**src/rtl/sae_pkg.sv**
```systemverilog
// Shared types and defaults for the stack allocator engine.
// Holds the command and status codes and the request and response word structs.
// No dependencies.
package sae_pkg;

   localparam int SAE_CAPACITY     = 65536;
   localparam int SAE_MAX_LIVE     = 64;
   localparam int SAE_HEADER_BYTES = 8;
   localparam int SAE_MAX_ALIGN    = 4096;

   typedef enum logic [1:0] {
      CMD_ALLOC   = 2'd0,
      CMD_FREE    = 2'd1,
      CMD_REALLOC = 2'd2,
      CMD_CLEAR   = 2'd3
   } cmd_type;

   typedef enum logic [2:0] {
      ST_OK       = 3'd0,
      ST_NOSPACE  = 3'd1,
      ST_NOTTOP   = 3'd2,
      ST_BADALIGN = 3'd3,
      ST_FULL     = 3'd4
   } status_type;

   typedef struct packed {
      cmd_type     cmd;
      logic [16:0] req_size;
      logic [12:0] align_bytes;
      logic [15:0] offset_in;
      logic        offset_present;
   } req_type;

   typedef struct packed {
      status_type  status;
      logic [15:0] offset_out;
      logic        offset_valid;
      logic [16:0] bytes_used;
   } rsp_type;

   typedef struct packed {
      logic push;
      logic pop;
      logic clr;
   } hdr_op_type;

endpackage

```
**src/rtl/sae_ram.sv**
```systemverilog
// Generic single-port-write, single-port-read RAM with a registered read.
// No dependencies.
module sae_ram #(
   parameter int WIDTH = 8,
   parameter int DEPTH = 64
) (
   input  logic                     clock,
   input  logic                     wr_en,
   input  logic [$clog2(DEPTH)-1:0] wr_addr,
   input  logic [WIDTH-1:0]         wr_data,
   input  logic [$clog2(DEPTH)-1:0] rd_addr,
   output logic [WIDTH-1:0]         rd_data
);

   logic [WIDTH-1:0] mem_ff [DEPTH];
   logic [WIDTH-1:0] rd_data_ff;

   always_ff @(posedge clock) begin
      if (wr_en) begin
         mem_ff[wr_addr] <= wr_data;
      end
      rd_data_ff <= mem_ff[rd_addr];
   end

   assign rd_data = rd_data_ff;

endmodule

```
**src/rtl/sae_hdr_stack.sv**
```systemverilog
// Header stack of the allocator: live count, newest entry in registers, the rest in RAM.
// Depends on sae_pkg and sae_ram.
module sae_hdr_stack #(
   parameter int MAX_LIVE = 64,
   parameter int GAP_W    = 17,
   parameter int PAD_W    = 13
) (
   input  logic                            clock,
   input  logic                            reset,
   input  sae_pkg::hdr_op_type             op,
   input  logic [GAP_W-1:0]                push_gap,
   input  logic [PAD_W-1:0]                push_pad,
   output logic [$clog2(MAX_LIVE+1)-1:0]   live,
   output logic [GAP_W-1:0]                top_gap,
   output logic [PAD_W-1:0]                top_pad
);
   import sae_pkg::*;

   localparam int LW = $clog2(MAX_LIVE + 1);
   localparam int AW = $clog2(MAX_LIVE);
   localparam int EW = GAP_W + PAD_W;

   logic [LW-1:0]    live_ff, live_in;
   logic [GAP_W-1:0] top_gap_ff, top_gap_in;
   logic [PAD_W-1:0] top_pad_ff, top_pad_in;
   logic             fwd_valid_ff, fwd_valid_in;
   logic [EW-1:0]    fwd_data_ff;
   logic             wr_en;
   logic [AW-1:0]    wr_addr, rd_addr;
   logic [EW-1:0]    wr_data, rd_data, below;
   logic [LW-1:0]    live_m1, live_in_m2;

   assign live_m1    = live_ff - LW'(1);
   assign live_in_m2 = live_in - LW'(2);
   assign wr_en      = op.push && (live_ff != '0);
   assign wr_addr    = live_m1[AW-1:0];
   assign wr_data    = {top_gap_ff, top_pad_ff};
   assign rd_addr    = (live_in >= LW'(2)) ? live_in_m2[AW-1:0] : '0;
   assign fwd_valid_in = wr_en && (wr_addr == rd_addr);
   assign below      = fwd_valid_ff ? fwd_data_ff : rd_data;

   always_comb begin
      live_in    = live_ff;
      top_gap_in = top_gap_ff;
      top_pad_in = top_pad_ff;
      priority if (op.clr) begin
         live_in = '0;
      end else if (op.push) begin
         live_in    = live_ff + LW'(1);
         top_gap_in = push_gap;
         top_pad_in = push_pad;
      end else if (op.pop) begin
         live_in    = live_m1;
         top_gap_in = below[EW-1:PAD_W];
         top_pad_in = below[PAD_W-1:0];
      end
   end

   always_ff @(posedge clock) begin
      if (reset) begin
         live_ff      <= '0;
         fwd_valid_ff <= 1'b0;
      end else begin
         live_ff      <= live_in;
         fwd_valid_ff <= fwd_valid_in;
      end
      top_gap_ff  <= top_gap_in;
      top_pad_ff  <= top_pad_in;
      fwd_data_ff <= wr_data;
   end

   sae_ram #(
      .WIDTH(EW),
      .DEPTH(MAX_LIVE)
   ) u_ram (
      .clock  (clock),
      .wr_en  (wr_en),
      .wr_addr(wr_addr),
      .wr_data(wr_data),
      .rd_addr(rd_addr),
      .rd_data(rd_data)
   );

   assign live    = live_ff;
   assign top_gap = top_gap_ff;
   assign top_pad = top_pad_ff;

endmodule

```
**src/rtl/sae_plan.sv**
```systemverilog
// Decision logic of the allocator: padding, space checks and the next state for one word.
// Depends on sae_pkg.
module sae_plan #(
   parameter int CAPACITY     = 65536,
   parameter int MAX_LIVE     = 64,
   parameter int HEADER_BYTES = 8,
   parameter int MAX_ALIGN    = 4096
) (
   input  sae_pkg::req_type                                   item,
   input  logic [$clog2(CAPACITY+1)-1:0]                      fill,
   input  logic [$clog2(CAPACITY+1)-1:0]                      top_start,
   input  logic [$clog2(MAX_LIVE+1)-1:0]                      live,
   input  logic [$clog2(CAPACITY+1)-1:0]                      top_gap,
   input  logic [$clog2(MAX_ALIGN+HEADER_BYTES+1)-1:0]        top_pad,
   output logic [$clog2(CAPACITY+1)-1:0]                      fill_next,
   output logic [$clog2(CAPACITY+1)-1:0]                      top_start_next,
   output sae_pkg::hdr_op_type                                op,
   output logic [$clog2(CAPACITY+1)-1:0]                      push_gap,
   output logic [$clog2(MAX_ALIGN+HEADER_BYTES+1)-1:0]        push_pad,
   output sae_pkg::rsp_type                                   rsp
);
   import sae_pkg::*;

   localparam int FW = $clog2(CAPACITY + 1);
   localparam int LW = $clog2(MAX_LIVE + 1);
   localparam int PW = $clog2(MAX_ALIGN + HEADER_BYTES + 1);
   localparam int WW = ((FW > 17) ? FW : 17) + 3;

   logic [WW-1:0] a_w, am1, fill_w, size_w, where_w;
   logic [WW-1:0] m, pad0, need, pad, start, alloc_end, top_off, place_end;
   logic          align_ok, full, alloc_nospace, has_top, is_top;
   status_type    alloc_st;

   assign a_w     = WW'(item.align_bytes);
   assign am1     = a_w - WW'(1);
   assign fill_w  = WW'(fill);
   assign size_w  = WW'(item.req_size);
   assign where_w = WW'(item.offset_in);

   assign align_ok = (item.align_bytes != '0)
                  && ((item.align_bytes & (item.align_bytes - 13'd1)) == '0)
                  && (a_w <= WW'(MAX_ALIGN));
   assign full     = (live == LW'(MAX_LIVE));

   assign m     = fill_w & am1;
   assign pad0  = (a_w - m) & am1;
   assign need  = WW'(HEADER_BYTES) - pad0;
   assign pad   = (pad0 < WW'(HEADER_BYTES)) ? (pad0 + ((need + am1) & ~am1)) : pad0;
   assign start = fill_w + pad;
   assign alloc_end     = start + size_w;
   assign alloc_nospace = (start > WW'(16'hFFFF)) || (alloc_end > WW'(CAPACITY));

   assign has_top   = (live != '0);
   assign top_off   = WW'(top_start) + WW'(top_pad);
   assign is_top    = has_top && (top_off == where_w);
   assign place_end = where_w + size_w;

   always_comb begin
      priority if (!align_ok) begin
         alloc_st = ST_BADALIGN;
      end else if (full) begin
         alloc_st = ST_FULL;
      end else if (alloc_nospace) begin
         alloc_st = ST_NOSPACE;
      end else begin
         alloc_st = ST_OK;
      end
   end

   always_comb begin
      logic do_alloc;
      logic do_free;
      do_alloc = 1'b0;
      do_free  = 1'b0;
      fill_next      = fill;
      top_start_next = top_start;
      op             = '0;
      push_gap       = fill - top_start;
      push_pad       = PW'(pad);
      rsp.status       = ST_OK;
      rsp.offset_out   = '0;
      rsp.offset_valid = 1'b0;

      unique case (item.cmd)
         CMD_ALLOC: begin
            do_alloc = 1'b1;
         end
         CMD_FREE: begin
            do_free = 1'b1;
         end
         CMD_REALLOC: begin
            priority if (!item.offset_present) begin
               do_alloc = 1'b1;
            end else if (item.req_size == '0) begin
               do_free = 1'b1;
            end else if (is_top) begin
               if (place_end > WW'(CAPACITY)) begin
                  rsp.status = ST_NOSPACE;
               end else begin
                  fill_next        = FW'(place_end);
                  rsp.offset_out   = item.offset_in;
                  rsp.offset_valid = 1'b1;
               end
            end else begin
               do_alloc = 1'b1;
            end
         end
         CMD_CLEAR: begin
            fill_next      = '0;
            top_start_next = '0;
            op.clr         = 1'b1;
         end
      endcase

      if (do_alloc) begin
         rsp.status = alloc_st;
         if (alloc_st == ST_OK) begin
            op.push          = 1'b1;
            top_start_next   = fill;
            fill_next        = FW'(alloc_end);
            rsp.offset_out   = start[15:0];
            rsp.offset_valid = 1'b1;
         end
      end

      if (do_free && item.offset_present) begin
         if (is_top) begin
            op.pop         = 1'b1;
            fill_next      = top_start;
            top_start_next = top_start - top_gap;
         end else begin
            rsp.status = ST_NOTTOP;
         end
      end

      rsp.bytes_used = 17'(fill_next);
   end

endmodule

```
**src/rtl/stack_allocator_engine.sv**
```systemverilog
// Stack allocator engine: a bump allocator with aligned, header-padded allocations over a
// fixed region. An accepted word is registered, decided combinationally against the fill
// level, the newest header and the live count, and its response word is registered; the
// response register holds it while the output is stalled. One word is taken every cycle
// while the output is not stalled: the loop that sets this rate is the update of fill
// level, top start and header stack. Headers below the newest live in a RAM read one entry
// below the top with the newest header kept in registers, so a free never waits for the
// RAM. The header RAM needs no clearing pass; the block is ready straight after reset.
// Depends on sae_pkg, sae_plan, sae_hdr_stack and sae_ram.
module stack_allocator_engine #(
   parameter int CAPACITY     = sae_pkg::SAE_CAPACITY,
   parameter int MAX_LIVE     = sae_pkg::SAE_MAX_LIVE,
   parameter int HEADER_BYTES = sae_pkg::SAE_HEADER_BYTES,
   parameter int MAX_ALIGN    = sae_pkg::SAE_MAX_ALIGN
) (
   input  logic             clock,
   input  logic             reset,
   input  logic             req_valid,
   output logic             req_ready,
   input  sae_pkg::req_type req_word,
   output logic             rsp_valid,
   input  logic             rsp_ready,
   output sae_pkg::rsp_type rsp_word
);
   import sae_pkg::*;

   localparam int FW = $clog2(CAPACITY + 1);
   localparam int LW = $clog2(MAX_LIVE + 1);
   localparam int PW = $clog2(MAX_ALIGN + HEADER_BYTES + 1);

   logic          in_valid_ff, in_valid_in;
   req_type       in_word_ff;
   logic          rsp_valid_ff, rsp_valid_in;
   rsp_type       rsp_word_ff;
   logic [FW-1:0] fill_ff, fill_in;
   logic [FW-1:0] top_start_ff, top_start_in;
   logic          advance;

   logic [FW-1:0] fill_next, top_start_next, push_gap, top_gap;
   logic [PW-1:0] push_pad, top_pad;
   logic [LW-1:0] live;
   hdr_op_type    plan_op, hdr_op;
   rsp_type       plan_rsp;

   assign advance   = in_valid_ff && (!rsp_valid_ff || rsp_ready);
   assign req_ready = !in_valid_ff || advance;

   assign in_valid_in  = (req_valid && req_ready) || (in_valid_ff && !advance);
   assign rsp_valid_in = advance || (rsp_valid_ff && !rsp_ready);
   assign fill_in      = advance ? fill_next : fill_ff;
   assign top_start_in = advance ? top_start_next : top_start_ff;
   assign hdr_op       = advance ? plan_op : '0;

   always_ff @(posedge clock) begin
      if (reset) begin
         in_valid_ff  <= 1'b0;
         rsp_valid_ff <= 1'b0;
         fill_ff      <= '0;
         top_start_ff <= '0;
      end else begin
         in_valid_ff  <= in_valid_in;
         rsp_valid_ff <= rsp_valid_in;
         fill_ff      <= fill_in;
         top_start_ff <= top_start_in;
      end
      if (req_valid && req_ready) begin
         in_word_ff <= req_word;
      end
      if (advance) begin
         rsp_word_ff <= plan_rsp;
      end
   end

   sae_plan #(
      .CAPACITY    (CAPACITY),
      .MAX_LIVE    (MAX_LIVE),
      .HEADER_BYTES(HEADER_BYTES),
      .MAX_ALIGN   (MAX_ALIGN)
   ) u_plan (
      .item          (in_word_ff),
      .fill          (fill_ff),
      .top_start     (top_start_ff),
      .live          (live),
      .top_gap       (top_gap),
      .top_pad       (top_pad),
      .fill_next     (fill_next),
      .top_start_next(top_start_next),
      .op            (plan_op),
      .push_gap      (push_gap),
      .push_pad      (push_pad),
      .rsp           (plan_rsp)
   );

   sae_hdr_stack #(
      .MAX_LIVE(MAX_LIVE),
      .GAP_W   (FW),
      .PAD_W   (PW)
   ) u_hdr_stack (
      .clock   (clock),
      .reset   (reset),
      .op      (hdr_op),
      .push_gap(push_gap),
      .push_pad(push_pad),
      .live    (live),
      .top_gap (top_gap),
      .top_pad (top_pad)
   );

   assign rsp_valid = rsp_valid_ff;
   assign rsp_word  = rsp_word_ff;

endmodule

```
**config.mk**
```make
export PLATFORM = sky130hd
export DESIGN_NAME = stack_allocator_engine
export DESIGN_NICKNAME = d
export VERILOG_FILES = /design/src/rtl/sae_pkg.sv /design/src/rtl/sae_ram.sv /design/src/rtl/sae_hdr_stack.sv /design/src/rtl/sae_plan.sv /design/src/rtl/stack_allocator_engine.sv
export SDC_FILE = /design/constraint.sdc
export NUM_CORES = 2
export LEC_CHECK = 0
export BUFFER_PORTS_ARGS = -buffer_cell sky130_fd_sc_hd__clkbuf_2
export CAP_MARGIN = 10
export CORE_ASPECT_RATIO = 0.6
export CORE_UTILIZATION = 57
export CTS_CLUSTER_DIAMETER = 40
export CTS_CLUSTER_SIZE = 24
export DETAILED_ROUTE_END_ITERATION = 10
export MAX_ROUTING_LAYER = met4
export PLACE_DENSITY = 0.76
export SYNTH_ARGS = -nofsm -noshare
export SYNTH_HDL_FRONTEND = slang
export SYNTH_SLANG_ARGS = --single-unit
```
**constraint.sdc**
```tcl
create_clock -name clock -period 13.2 [get_ports clock]
set_clock_uncertainty 0.2 [all_clocks]
set_input_delay 0 -clock clock [delete_from_list [all_inputs] [get_ports clock]]
set_output_delay 0 -clock clock [all_outputs]
set_load 0.1 [all_outputs]
```
== After elaboration in Yosys (flattened, before gate mapping) ==
Memory sizes are Yosys's and may differ from the RTL's. A register that Yosys moved wholly into a read port is not among the register bits.
Index checks and enable logic that the tools add are counted.
Storage, ports and cells
  register bits after elaboration: 190
  latch bits: 0
  memory bits (writable): 1920
  ROM bits: 0
  input bits: 53
  output and inout port bits: 39
  word-level logic and storage cells: 131
  memories: 1
Memory list
  u_hdr_stack.u_ram.mem_ff: words 64, width 30, read ports 1, clocked after memory_dff 1, wr ports 1, line sae_ram.sv:15  | logic [WIDTH-1:0] mem_ff [DEPTH];
Operators by class
  add/subtract/negate cells: 15
  multipliers: 0
  divide/modulo/power cells: 0
  magnitude comparators: 6
  equal/unequal tests: 6
  shift operators: 0
  multiplexer cells: 52
  bitwise gates (word level): 6
  reduce and logical (&&, ||, !) cells: 27
Operators by type and width (number)
  two-way mux 17 bit: 17
  two-way mux 20 bit: 6
  adder 20 bit: 2
  AND 20 bit: 2
  greater-than comparator 20 x 17 -> 1 bit, second input constant: 2
  case mux 17 bit (2 select lines): 1
  subtractor 17 bit: 2
  two-way mux 30 bit: 1
  two-way mux 13 bit: 2
  two-way mux 7 bit: 3
  adder 17 x 20 -> 20 bit: 1
  adder 20 x 17 -> 20 bit: 1
  AND 17 x 20 -> 20 bit: 1
  equality test 20 x 16 -> 1 bit: 1
  greater-than comparator 20 x 16 -> 1 bit, second input constant: 1
  < comparator 20 x 4 -> 1 bit, second input constant: 1
  inverter 20 bit: 1
  subtractor 13 x 20 -> 20 bit: 1
  subtractor 4 x 20 -> 20 bit, first input constant: 1
  adder 16 x 17 -> 18 bit: 1
  adder 17 x 13 -> 18 bit: 1
  zero test 17 bit: 1
  two-way mux 3 bit: 5
  two-way mux 1 bit: 14
  other kinds (25): 43

== Depth between registers and ports, before layout ==
  word-level depth: 27
  depth in mapped cells: 65
  mapped depth without buffers: 55

== Cells and area by module ==
Synthesis repeated with hierarchy kept, for this count alone.
Second synthesis, totals
  cells, all modules: 5274
  area, all modules: 90964.7 um^2
Modules (own cells, without submodules)
  sae_ram: times used 1, cells each 3309, area an instance 73968.4 um^2, seq. area each 58255.9 um^2
  sae_plan: times used 1, cells each 1436, area an instance 9739.3 um^2, seq. area each 0.0 um^2
  stack_allocator_engine: times used 1, cells each 246, area an instance 4207.8 um^2, seq. area each 3303.2 um^2
  sae_hdr_stack: times used 1, cells each 283, area an instance 3049.2 um^2, seq. area each 1661.6 um^2

== Least setup slack after synthesis ==
No wires, ideal clock.
  path type: reg-to-reg
  start point: register in_word_ff[17] in the netlist's numbering
  end point: register u_hdr_stack.u_ram.rd_data_ff[10] (netlist: u_hdr_stack.u_ram.rd_data[10]), read port of u_hdr_stack.u_ram.mem_ff
  setup time: 137 ps
  arrival time: 12891 ps
  data required time: 12863 ps
  slack: -28 ps
  stages on the path, launching flop included: 60
  path buffers: 7
  period minus slack after synthesis: 13228 ps
  cell sequence: edfxtp_1 > inv_1 > ha_1 > inv_1 > or3_1 > ha_1 > nand2b_1 > a22oi_1 > o21ai_0 > and3_1 > or2_2 > nand2_1 > ha_1 > o21a_1 > o31a_1 > or4_1 > a21oi_1 > xnor2_1 > [... 24 more ...] > o32ai_2 > buf_4 > mux2i_1 > a211o_1 > buf_2 > clkinv_2 > clkbuf_1 > clkbuf_1 > ha_1 > nor4b_1 > nand3_2 > o21ai_2 > buf_4 > buf_2 > mux4_2 > a21oi_1 > a21boi_0 > o41ai_2
On the way
  longest elaborated chain between the ends: 24
  elaborated cells between the ends (all ways): 35
  classes of those cells: add/sub (9); order compare (5); mux (10); bitwise (5); reduce/logical (6)
RTL lines
  start: declaration: line stack_allocator_engine.sv:32  | req_type in_word_ff;
  start signal: assignment: line stack_allocator_engine.sv:67  | in_word_ff <= req_word;
  subtractor 13 x 1 -> 14 bit: line sae_plan.sv:35  | assign am1 = a_w - WW'(1);
  AND 17 x 20 -> 20 bit: line sae_plan.sv:45  | assign m = fill_w & am1;
  subtractor 13 x 20 -> 20 bit: line sae_plan.sv:46  | assign pad0 = (a_w - m) & am1;
  AND 20 bit: line sae_plan.sv:46
  subtractor 4 x 20 -> 20 bit: line sae_plan.sv:47  | assign need = WW'(HEADER_BYTES) - pad0;
  adder 20 bit: line sae_plan.sv:48  | assign pad = (pad0 < WW'(HEADER_BYTES)) ? (pad0 + ((need + am1) & ~am1)) : pad0;
  AND 20 bit: line sae_plan.sv:48
  adder 20 bit: line sae_plan.sv:48
  [... 8 more ...]
  zero test 3 bit (*): line sae_plan.sv:117  | if (alloc_st == ST_OK) begin
  two-way mux 1 bit (*): line sae_plan.sv:117
  two-way mux 1 bit (*): line sae_plan.sv:115  | if (do_alloc) begin
  two-way mux 3 bit (*): line stack_allocator_engine.sv:52  | assign hdr_op = advance ? plan_op : '0;
  two-way mux 7 bit (*): line sae_hdr_stack.sv:48  | end else if (op.push) begin
  two-way mux 7 bit (*): line sae_hdr_stack.sv:46  | priority if (op.clr) begin
  subtractor 6 x 2 -> 6 bit or greater-or-equal comparator 7 x 2 -> 1 bit (tied branches): line sae_hdr_stack.sv:34, sae_hdr_stack.sv:38
  two-way mux 6 bit (*): line sae_hdr_stack.sv:38  | assign rd_addr = (live_in >= LW'(2)) ? live_in_m2[AW-1:0] : '0;
  end: declaration: line sae_ram.sv:16  | logic [WIDTH-1:0] rd_data_ff;
Every way passes the cells marked *; elsewhere a longest branch is shown, timed or not.
A chain may end at the register's enable or synchronous reset.

== Worst setup path after layout ==
  start point: register in_word_ff[17] in the netlist's numbering
  end point: register u_hdr_stack.u_ram.rd_data_ff[5] (netlist: u_hdr_stack.u_ram.rd_data[5]), read port of u_hdr_stack.u_ram.mem_ff
The elaborated chain is that of the path after synthesis.

==> reports/metrics.cfg <==
[status]
status=finished clean

[pwr]
p_leak_nw=38.55
vdd_ir_drop_max_uv=171.0
power.density_nw_per_um2=121.7

[critical_path]
startpoint=in_word_ff[17]$_DFFE_PP_
worstSetupEndpoint=u_hdr_stack.u_ram.rd_data[5]$_DFF_P_
criticalPathCategory=flop to flop
cp_top_family=simple AND/OR/NAND/NOR gates
rrSetupSlack_ps=280
cp_num_buf_inv=7
cp_slowest_cell=o22ai_1
required_ps=13730
r2r_cells=56
worstPathMaxFanout=12
r2r_start=in_word_ff[17]$_DFFE_PP_
arrival_ps=13450
startpoint_type=flop
cp.depth=56
r2r_end=u_hdr_stack.u_ram.rd_data[5]$_DFF_P_
cp_slowest_stage_delay_ps=540
crit_path_end_kind=flop

[floorplan]
core-area_um2=159500
die_h_um=313.6
die_w_um=521.4
rows=113
fp.dieArea_um2=163500
start_util=0.5785
ios=92

[placement]
place_congestion=1.061
io_buffers=91
place_area_um2=102400
hpwl_um=210600

[layout]
utilization=0.6913
nets=7681
final_area_um2=110200
layout_commonest_cell=edfxtp_1
nFillCells=10470
area_delta_synth_final_pct=19.49
layout-drive-gt1-share=0.2337
final_cell_mix=edfxtp_1, nand2_1, buf_4

[detailed_routing]
wl_per_cell_um=33.15
ant_nets=0
num_vias=66370
routed_wl_um=323000
drc_errors=0
viasPerCell=6.813
dr.pass1.iters=9
drtIter0Drc=13030

[synthesis]
synth_edf_count=2036
ys_types=113
async_flop_share=0
ys_ff_latch=2140
synthFlopType=edfxtp_1
synth_seq_area_share=0.6852
syn-instance-count=6622
avgSynthCellArea_um2=13.93
synth_warnings=0
syn-cell-area_um2=92270

[grt]
grt_pass1_vias=61070
grt_pass1_wl_um=449600
antenna_found_initial=18
gr-total-overflow=0
grt_max_degree=67
grt_usage=0.4033

[clock_tree]
worstSkewPairLatency_ps=870
numClockSinks=2140
path_clk_slew_ps=80
clock_tree.buffer_depth=3
cts_tree=done
numCtsBuffers=158
cts_max_level=4
root_buffer=clkbuf_16

[timing]
maxSlewViolCount=0
setup-violations-final=0
finalHoldViolations=0
finalCritPeriodShare=0.9788
period_minus_slack_ps=12920
fmax_mhz=77.40
slew-limit-headroom=0.1205
worstMarginPinSlew_ps=1283

[job]
maxCapViolations=0

[min_path]
hold_depth=3
hp-class=primary input to flop

==> power breakdown <==
group | switching [W] | internal (W)
Sequential | 0.0000250 | 0.00733
Clock | 0.00269 | 0.00257
Combinational | 0.000461 | 0.000350
Total | 0.00318 | 0.0102
==> sequential cells by signal (all words and copies together) (netlist names) <==
| name | cells |
|---|---|
| u_hdr_stack.u_ram.mem_ff | 1920 |
| in_word_ff | 49 |
| rsp_word | 37 |
| u_hdr_stack.fwd_data_ff | 30 |
| u_hdr_stack.u_ram.rd_data | 30 |
| fill_ff | 17 |
| top_start_ff | 17 |
| u_hdr_stack.top_gap | 17 |
| u_hdr_stack.top_pad | 13 |
| u_hdr_stack.live | 7 |
| in_valid_ff | 1 |
| rsp_valid | 1 |
| u_hdr_stack.fwd_valid_ff | 1 |
==> cell families (layout without fill, tap and decap cells) <==
family                     count (synthesis)  after routing  share of synthesized area
muxes                                    294            294                    0.05398
xor gates and xnor gates                 130            130                    0.01242
buffers and inverters                    500           1477                    0.02235
DFF                                     2140           2140                     0.6852
and+or+nand+nor                         1953           1953                    0.09596
other                                      1             17                 0.00004064
AOI/OAI and AO/OA                       1446           1446                     0.1080
adders and majority gates                158            158                    0.02208
==> tightest hold or removal path: cells and delay by family <==
family | cells | cell delay, ps
buf+inv | 2 | 650
simple gates | 1 | 290
==> through the flow <==
step	setup TNS, ps	setup WS (ps)	hold WS (ps)	power, W	instances
after floorplan	0	63.59	-101.1	0.007869	6624
after global placement	-7469	-448.4	-23.16	0.008205	9307
after detailed placement	-13740	-667.3	-21.38	0.008205	9307
after CTS	0	0.6422	79.53	0.01333	9709
after global routing	-413.8	-72.85	145.5	0.01369	9736
final	0	280.1	129.2	0.01342	9742
==> Yosys cell counts, drive strengths merged (19+ instances only) <==
master / n / area [um2]
edfxtp: 2036 / 61140
nand2: 849 / 3189
nor2: 471 / 1768
a21oi: 296 / 1504
clkbuf: 262 / 984.7
nand3: 219 / 1106
o22ai: 216 / 1351
o21ai: 173 / 873.4
mux4: 153 / 3446
ha: 150 / 1877
a31oi: 136 / 857.1
buf: 126 / 655.6
inv: 108 / 405.4
dfxtp: 104 / 2082
o211ai: 94 / 705.7
xnor2: 91 / 804.5
mux2: 89 / 1002
nor3: 66 / 356.6
a21boi: 63 / 473.0
a21o: 63 / 473.0
o41ai: 59 / 742.0
mux2i: 52 / 533.0
or3: 50 / 317.8
a211oi: 48 / 370.3
nand4: 48 / 300.3
nor2b: 48 / 300.3
o31ai: 41 / 307.8
nand2b: 40 / 250.2
xor2: 39 / 341.6
and2: 35 / 221.5
a2bb2oi: 32 / 280.3
a221oi: 31 / 271.5
a311o: 31 / 310.3
nor4bb: 29 / 296.5
o21a: 26 / 195.2
and3: 21 / 136.4
nor4: 21 / 152.6
o221ai: 20 / 175.2
o21bai: 19 / 142.6
==> routing by layer <==
metal	GRT usage	vias up	share of wire	wire length [um]
met5	-	-	0	0
met2	0.4822	5682	0.38	122200
met1	0.5785	32840	0.39	124600
met4	0.09536	0	0.025	7984
li1	-	27290	-	-
met3	0.2312	564	0.21	68170
==> area by class of cell <==
type,instances,area [um2],area share
Antenna cell,14,35.03,0.0003178
Clock buffer,174,4119,0.03736
Clock inverter,117,1430,0.01297
Inverter,112,421.7,0.003825
Multi-Input combinational cell,3984,28440,0.2580
Sequential cell,2140,63220,0.5735
Tap cell,2127,2661,0.02414
Timing Repair Buffer,1074,9918,0.08996
==> how the worst min path moves through the flow <==
stage                       startpoint                        endpoint  slack, ps
after floorplan            req_word[0]         in_word_ff[0]$_DFFE_PP_       -100
after global placement    req_word[44]        in_word_ff[44]$_DFFE_PP_        -20
after detailed placement  req_word[11]        in_word_ff[11]$_DFFE_PP_        -20
after CTS                        reset  u_hdr_stack.live[6]$_SDFF_PP0_         80
after global routing             reset  u_hdr_stack.live[3]$_SDFF_PP0_        150
final                        req_valid        in_word_ff[22]$_DFFE_PP_        130
==> what timing repair did <==
action                                  in CTS  in global routing
pin swaps                                    5                 42
buffers inserted                             5                 16
hold buffers                               106                  0
endpoints found under the hold margin      142                  0
resized for setup                           48                138
gates cloned                                 0                  2
endpoints found under the setup margin      30                 31
Power figures use the tool's default switching activity.
